`src/design/um32_pkg.sv`:
```
`default_nettype none
// ----------------------------------------------------------------------------
// um32_pkg: shared types and constants of the um32 execute unit
// Opcodes, memory request kinds, the decoded operation that travels from the
// front end to the back end, and the result beat.
// ----------------------------------------------------------------------------
package um32_pkg;

   localparam int UM32_WORD_W        = 32;
   localparam int UM32_REG_W         = 3;
   localparam int UM32_NUM_REGS      = 8;
   localparam int UM32_CHAR_W        = 8;
   localparam int UM32_OP_W          = 4;
   localparam int UM32_OP_SHIFT      = 28;
   localparam int UM32_IMM_REG_SHIFT = 25;
   localparam int UM32_IMM_W         = 25;
   localparam int UM32_KIND_W        = 3;

   // field positions of the three-register format
   localparam int UM32_RA_LSB = 6;
   localparam int UM32_RB_LSB = 3;
   localparam int UM32_RC_LSB = 0;

   // decoupling queue between front and back; depth is a power of two
   localparam int UM32_Q_DEPTH = 2;
   localparam int UM32_Q_PTR_W = $clog2(UM32_Q_DEPTH);
   localparam int UM32_Q_CNT_W = $clog2(UM32_Q_DEPTH + 1);

   localparam int UM32_DIV_CNT_W = $clog2(UM32_WORD_W);

   typedef enum logic [UM32_OP_W-1:0] {
      OP_CMOV  = 4'd0,
      OP_READ  = 4'd1,
      OP_WRITE = 4'd2,
      OP_ADD   = 4'd3,
      OP_MUL   = 4'd4,
      OP_DIV   = 4'd5,
      OP_NAND  = 4'd6,
      OP_HALT  = 4'd7,
      OP_ALLOC = 4'd8,
      OP_FREE  = 4'd9,
      OP_OUT   = 4'd10,
      OP_IN    = 4'd11,
      OP_LOADP = 4'd12,
      OP_LOADI = 4'd13
   } um32_op_type;

   typedef enum logic [UM32_KIND_W-1:0] {
      MEM_NONE  = 3'd0,
      MEM_READ  = 3'd1,
      MEM_WRITE = 3'd2,
      MEM_ALLOC = 3'd3,
      MEM_FREE  = 3'd4,
      MEM_LOAD  = 3'd5
   } um32_mem_kind_type;

   // decoded operation; imm carries the value for write-back, input and
   // load immediate, all of which write register ra
   typedef struct packed {
      logic                   writeback;
      logic [UM32_OP_W-1:0]   op;
      logic [UM32_REG_W-1:0]  ra;
      logic [UM32_REG_W-1:0]  rb;
      logic [UM32_REG_W-1:0]  rc;
      logic [UM32_WORD_W-1:0] imm;
   } um32_uop_type;

   typedef struct packed {
      logic empty;
      logic full;
   } um32_q_stat_type;

   typedef struct packed {
      logic [UM32_WORD_W-1:0] next_pc;
      logic                   halted;
      logic                   out_valid;
      logic [UM32_CHAR_W-1:0] out_char;
      um32_mem_kind_type      mem_kind;
      logic [UM32_WORD_W-1:0] mem_array;
      logic [UM32_WORD_W-1:0] mem_offset;
      logic [UM32_WORD_W-1:0] mem_data;
      logic [UM32_REG_W-1:0]  mem_dest;
      logic                   div_error;
   } um32_rsp_type;

endpackage
`default_nettype wire

```
`src/design/um32_queue.sv`:
```
`default_nettype none
// ----------------------------------------------------------------------------
// um32_queue: decoupling queue
// Short FIFO of decoded operations between the front and back ends.
// ----------------------------------------------------------------------------
module um32_queue import um32_pkg::*; (
   input  logic            clock,
   input  logic            reset,
   input  logic            push,
   input  um32_uop_type    push_uop,
   input  logic            pop,
   output um32_uop_type    head_uop,
   output um32_q_stat_type q_stat
);

   um32_uop_type            slot_ff [UM32_Q_DEPTH];
   logic [UM32_Q_PTR_W-1:0] wr_ptr_ff;
   logic [UM32_Q_PTR_W-1:0] wr_ptr_in;
   logic [UM32_Q_PTR_W-1:0] rd_ptr_ff;
   logic [UM32_Q_PTR_W-1:0] rd_ptr_in;
   logic [UM32_Q_CNT_W-1:0] cnt_ff;
   logic [UM32_Q_CNT_W-1:0] cnt_in;

   assign head_uop     = slot_ff[rd_ptr_ff];
   assign q_stat.empty = (cnt_ff == '0);
   assign q_stat.full  = (cnt_ff == UM32_Q_CNT_W'(UM32_Q_DEPTH));

   always_comb begin
      wr_ptr_in = push ? UM32_Q_PTR_W'(wr_ptr_ff + 1'b1) : wr_ptr_ff;
      rd_ptr_in = pop  ? UM32_Q_PTR_W'(rd_ptr_ff + 1'b1) : rd_ptr_ff;
      case ({push, pop})
         2'b10:   cnt_in = UM32_Q_CNT_W'(cnt_ff + 1'b1);
         2'b01:   cnt_in = UM32_Q_CNT_W'(cnt_ff - 1'b1);
         default: cnt_in = cnt_ff;
      endcase
   end

   always_ff @(posedge clock) begin
      if (reset) begin
         wr_ptr_ff <= '0;
         rd_ptr_ff <= '0;
         cnt_ff    <= '0;
      end else begin
         wr_ptr_ff <= wr_ptr_in;
         rd_ptr_ff <= rd_ptr_in;
         cnt_ff    <= cnt_in;
      end
   end

   always_ff @(posedge clock) begin
      if (push) begin
         slot_ff[wr_ptr_ff] <= push_uop;
      end
   end

endmodule
`default_nettype wire

```
`config.mk`:
```
export PLATFORM = sky130hd
export DESIGN_NAME = um32_queue
export DESIGN_NICKNAME = d
export VERILOG_FILES = /design/src/design/um32_pkg.sv /design/src/design/um32_queue.sv
export SDC_FILE = /design/constraint.sdc
export NUM_CORES = 1
export LEC_CHECK = 0
export BUFFER_PORTS_ARGS = -buffer_cell sky130_fd_sc_hd__clkbuf_2
export CORE_MARGIN = 10
export CORE_UTILIZATION = 30
export CTS_CLUSTER_DIAMETER = 200
export DETAILED_ROUTE_END_ITERATION = 10
export SETUP_SLACK_MARGIN = 0.02
export SLEW_MARGIN = 10
export SYNTH_ARGS = -nofsm -noshare
export SYNTH_HDL_FRONTEND = slang
export SYNTH_SLANG_ARGS = --single-unit
```
`constraint.sdc`:
```
create_clock -name clock -period 4.2 [get_ports clock]
set_input_delay 0.84 -clock clock [delete_from_list [all_inputs] [get_ports clock]]
set_output_delay 0.84 -clock clock [all_outputs]
set_load 0.03 [all_outputs]
```
==> impl_metrics.tcl <==
set metrics [dict create \
    start_util 0.307 \
    drt_wl_total_mm 6.81 \
    grt_setup_unrepaired "false" \
    final_area_mm2 0.00445 \
    post-cts-setup-buffers 0 \
    drive_gt1_frac 0.586 \
    cp_cell_sequence "mux2_2 -> clkbuf_2" \
    grtUsageTotal 0.0845 \
    antenna_found_initial 0 \
    tns_ns 0 \
    timing.critical_path.buf_inv 1 \
    nFillCells 1092 \
    p_total_mw 2.22 \
    powerDensity_mw_per_mm2 500 \
    power.leakage_nw 1.67 \
    die-area_mm2 0.0165 \
    cp_num_cells 2 \
    syn_inst 165 \
    cts_resized 0 \
    worstSetupPathType "reg -> out" \
    vias 1776 \
    cpPeakStageDelay_ns 1.06 \
    syn-cell-area_mm2 0.00352 \
    place_ws_ns 1.59 \
    dieHeight_um 128 \
    clock_path_buffers 2 \
    ys_seq_elements 97 \
    dp_cells 401 \
    final_cell_mix "clkbuf_2 (97), edfxtp_1 (92), mux2_2 (46)" \
    vias_per_cell 4.27 \
    clockRootBuffer "clkbuf_16" \
    path_clk_slew_ns 0.06 \
    slew_viol_final 0 \
    rows 39 \
    grt_pass1_vias 2045 \
    drt-initial-drc-count 99 \
    peakVddDrop_v 0.000167 \
    grt.overflow.total 0 \
    hold-worst-slack_ns 0.506 \
    syn2layout_area_growth_pct 26.3 \
    cts-buffers-inserted 9 \
    postPlaceCellArea_mm2 0.00417 \
    critPathTopFamily "flip-flops" \
    worst-path-max-fanout 46 \
    grt_pass1_wl_mm 10.7 \
    hold_class "reg -> reg" \
    insertion_delay_ns 0.33 \
    syn_avg_cell_area_um2 21.3 \
    fin_crit_ns 2.87 \
    fin_crit_sh 0.684 \
    layout_commonest_cell "clkbuf_2" \
    gp_congestion 0.642 \
    h-tree-depth 3 \
    post-route-util 0.388 \
    synth.net_count 216 \
    final_cells 416 \
    drtAntennaViolNets 0 \
    port_buffers 97 \
    grt_max_degree 47 \
    outcome "finished, final reports clean" \
    coreArea_mm2 0.0115 \
    min_path_cells 2 \
    n_antenna_cell 0 \
    hold_buffers 0 \
    r2r_cells 2 \
    finalHoldViolations 0 \
    fin_nets 320 \
    start_kind "register" \
    tightestPinTransition_ns 1.11 \
    setup_violations 0 \
    yosysSeqAreaShare 0.813 \
    wire_per_inst_um 16.4 \
    arrival_ns 2.03 \
    ys_types 15 \
    cp_slowest_cell "dfxtp_2" \
    clock_sinks 97 \
    die_w_um 128 \
    skew_ns 0.00539 \
    max-cap-violations 0 \
    slew_headroom 0.260 \
    required_ns 3.36 \
    fmax_ghz 0.348 \
    drt_pre_antenna_iters 4 \
    cts_tree "yes" \
    drc 0 \
    pin_count 98 \
    layout_setup_ws_ns 1.33 \
    synth_warnings 0 \
    hpwl_mm 4.63 \
    end_kind "output port" \
]
-- state kept, by name (all words and copies together) (netlist names), named ones only --
| name | count |
|---|---|
| cnt_ff | 2 |
| rd_ptr_ff | 1 |
| slot_ff | 92 |
| wr_ptr_ff | 1 |
-- cell families after synthesis --
logic type / share of synthesized area
buffers and inverters: 0.0110
AOI/OAI and AO/OA: 0.00284
xor gates and xnor gates: 0.00995
DFF: 0.813
adders and majority gates: 0.00355
and+or+nand+nor: 0.0124
muxes: 0.147
-- final timing paths --
path	from	to	slack, ns
worst max register to register	wr_ptr_ff$_SDFFE_PP0P_	slot_ff[0][6]$_DFFE_PP_	2.45
worst min register to register	cnt_ff[1]$_SDFFE_PP0P_	cnt_ff[1]$_SDFFE_PP0P_	0.51
worst min-delay path	cnt_ff[1]$_SDFFE_PP0P_	cnt_ff[1]$_SDFFE_PP0P_	0.51
worst max-delay path	register	head_uop[41]	1.33
-- metal layers --
layer  wire [um]  GRT usage
met1        2680     0.0928
met2        3560      0.141
met3         405     0.0226
met4         163     0.0556
met5           0          0
-- synth_stat cells, drive strengths merged --
| cell type | number | area share |
|---|---|---|
| a21oi | 1 | 0.0014 |
| and2 | 1 | 0.0018 |
| and2b | 1 | 0.0025 |
| buf | 5 | 0.0099 |
| dfxtp | 5 | 0.028 |
| edfxtp | 92 | 0.78 |
| ha | 1 | 0.0036 |
| inv | 1 | 0.0011 |
| mux2 | 46 | 0.15 |
| nor2 | 6 | 0.0064 |
| o21ai | 1 | 0.0014 |
| or3 | 1 | 0.0018 |
| xnor2 | 3 | 0.0075 |
| xor2 | 1 | 0.0025 |
-- power by group --
part / switching, mW / internal (mW)
registers: 0.0320 / 1.13
logic: 0.187 / 0.108
clock network: 0.316 / 0.452
total: 0.535 / 1.69
-- final cells by class --
cell class / count / area [um2] / share of cell area
sequential: 97 / 2860 / 0.644
multi-input combinational: 62 / 629 / 0.142
timing repair buffer: 98 / 493 / 0.111
clock buffer: 10 / 229 / 0.0515
tap: 143 / 179 / 0.0402
clock inverter: 5 / 47.5 / 0.0107
inverter: 1 / 3.75 / 0.000844
-- worst min-delay path, stage by stage, from the launching register on --
cell and delay [ns]:
dfxtp_1 0.33, o21ai_0 0.08, a21oi_1 0.06
Note: power is estimated with default switching activity, not from simulation.
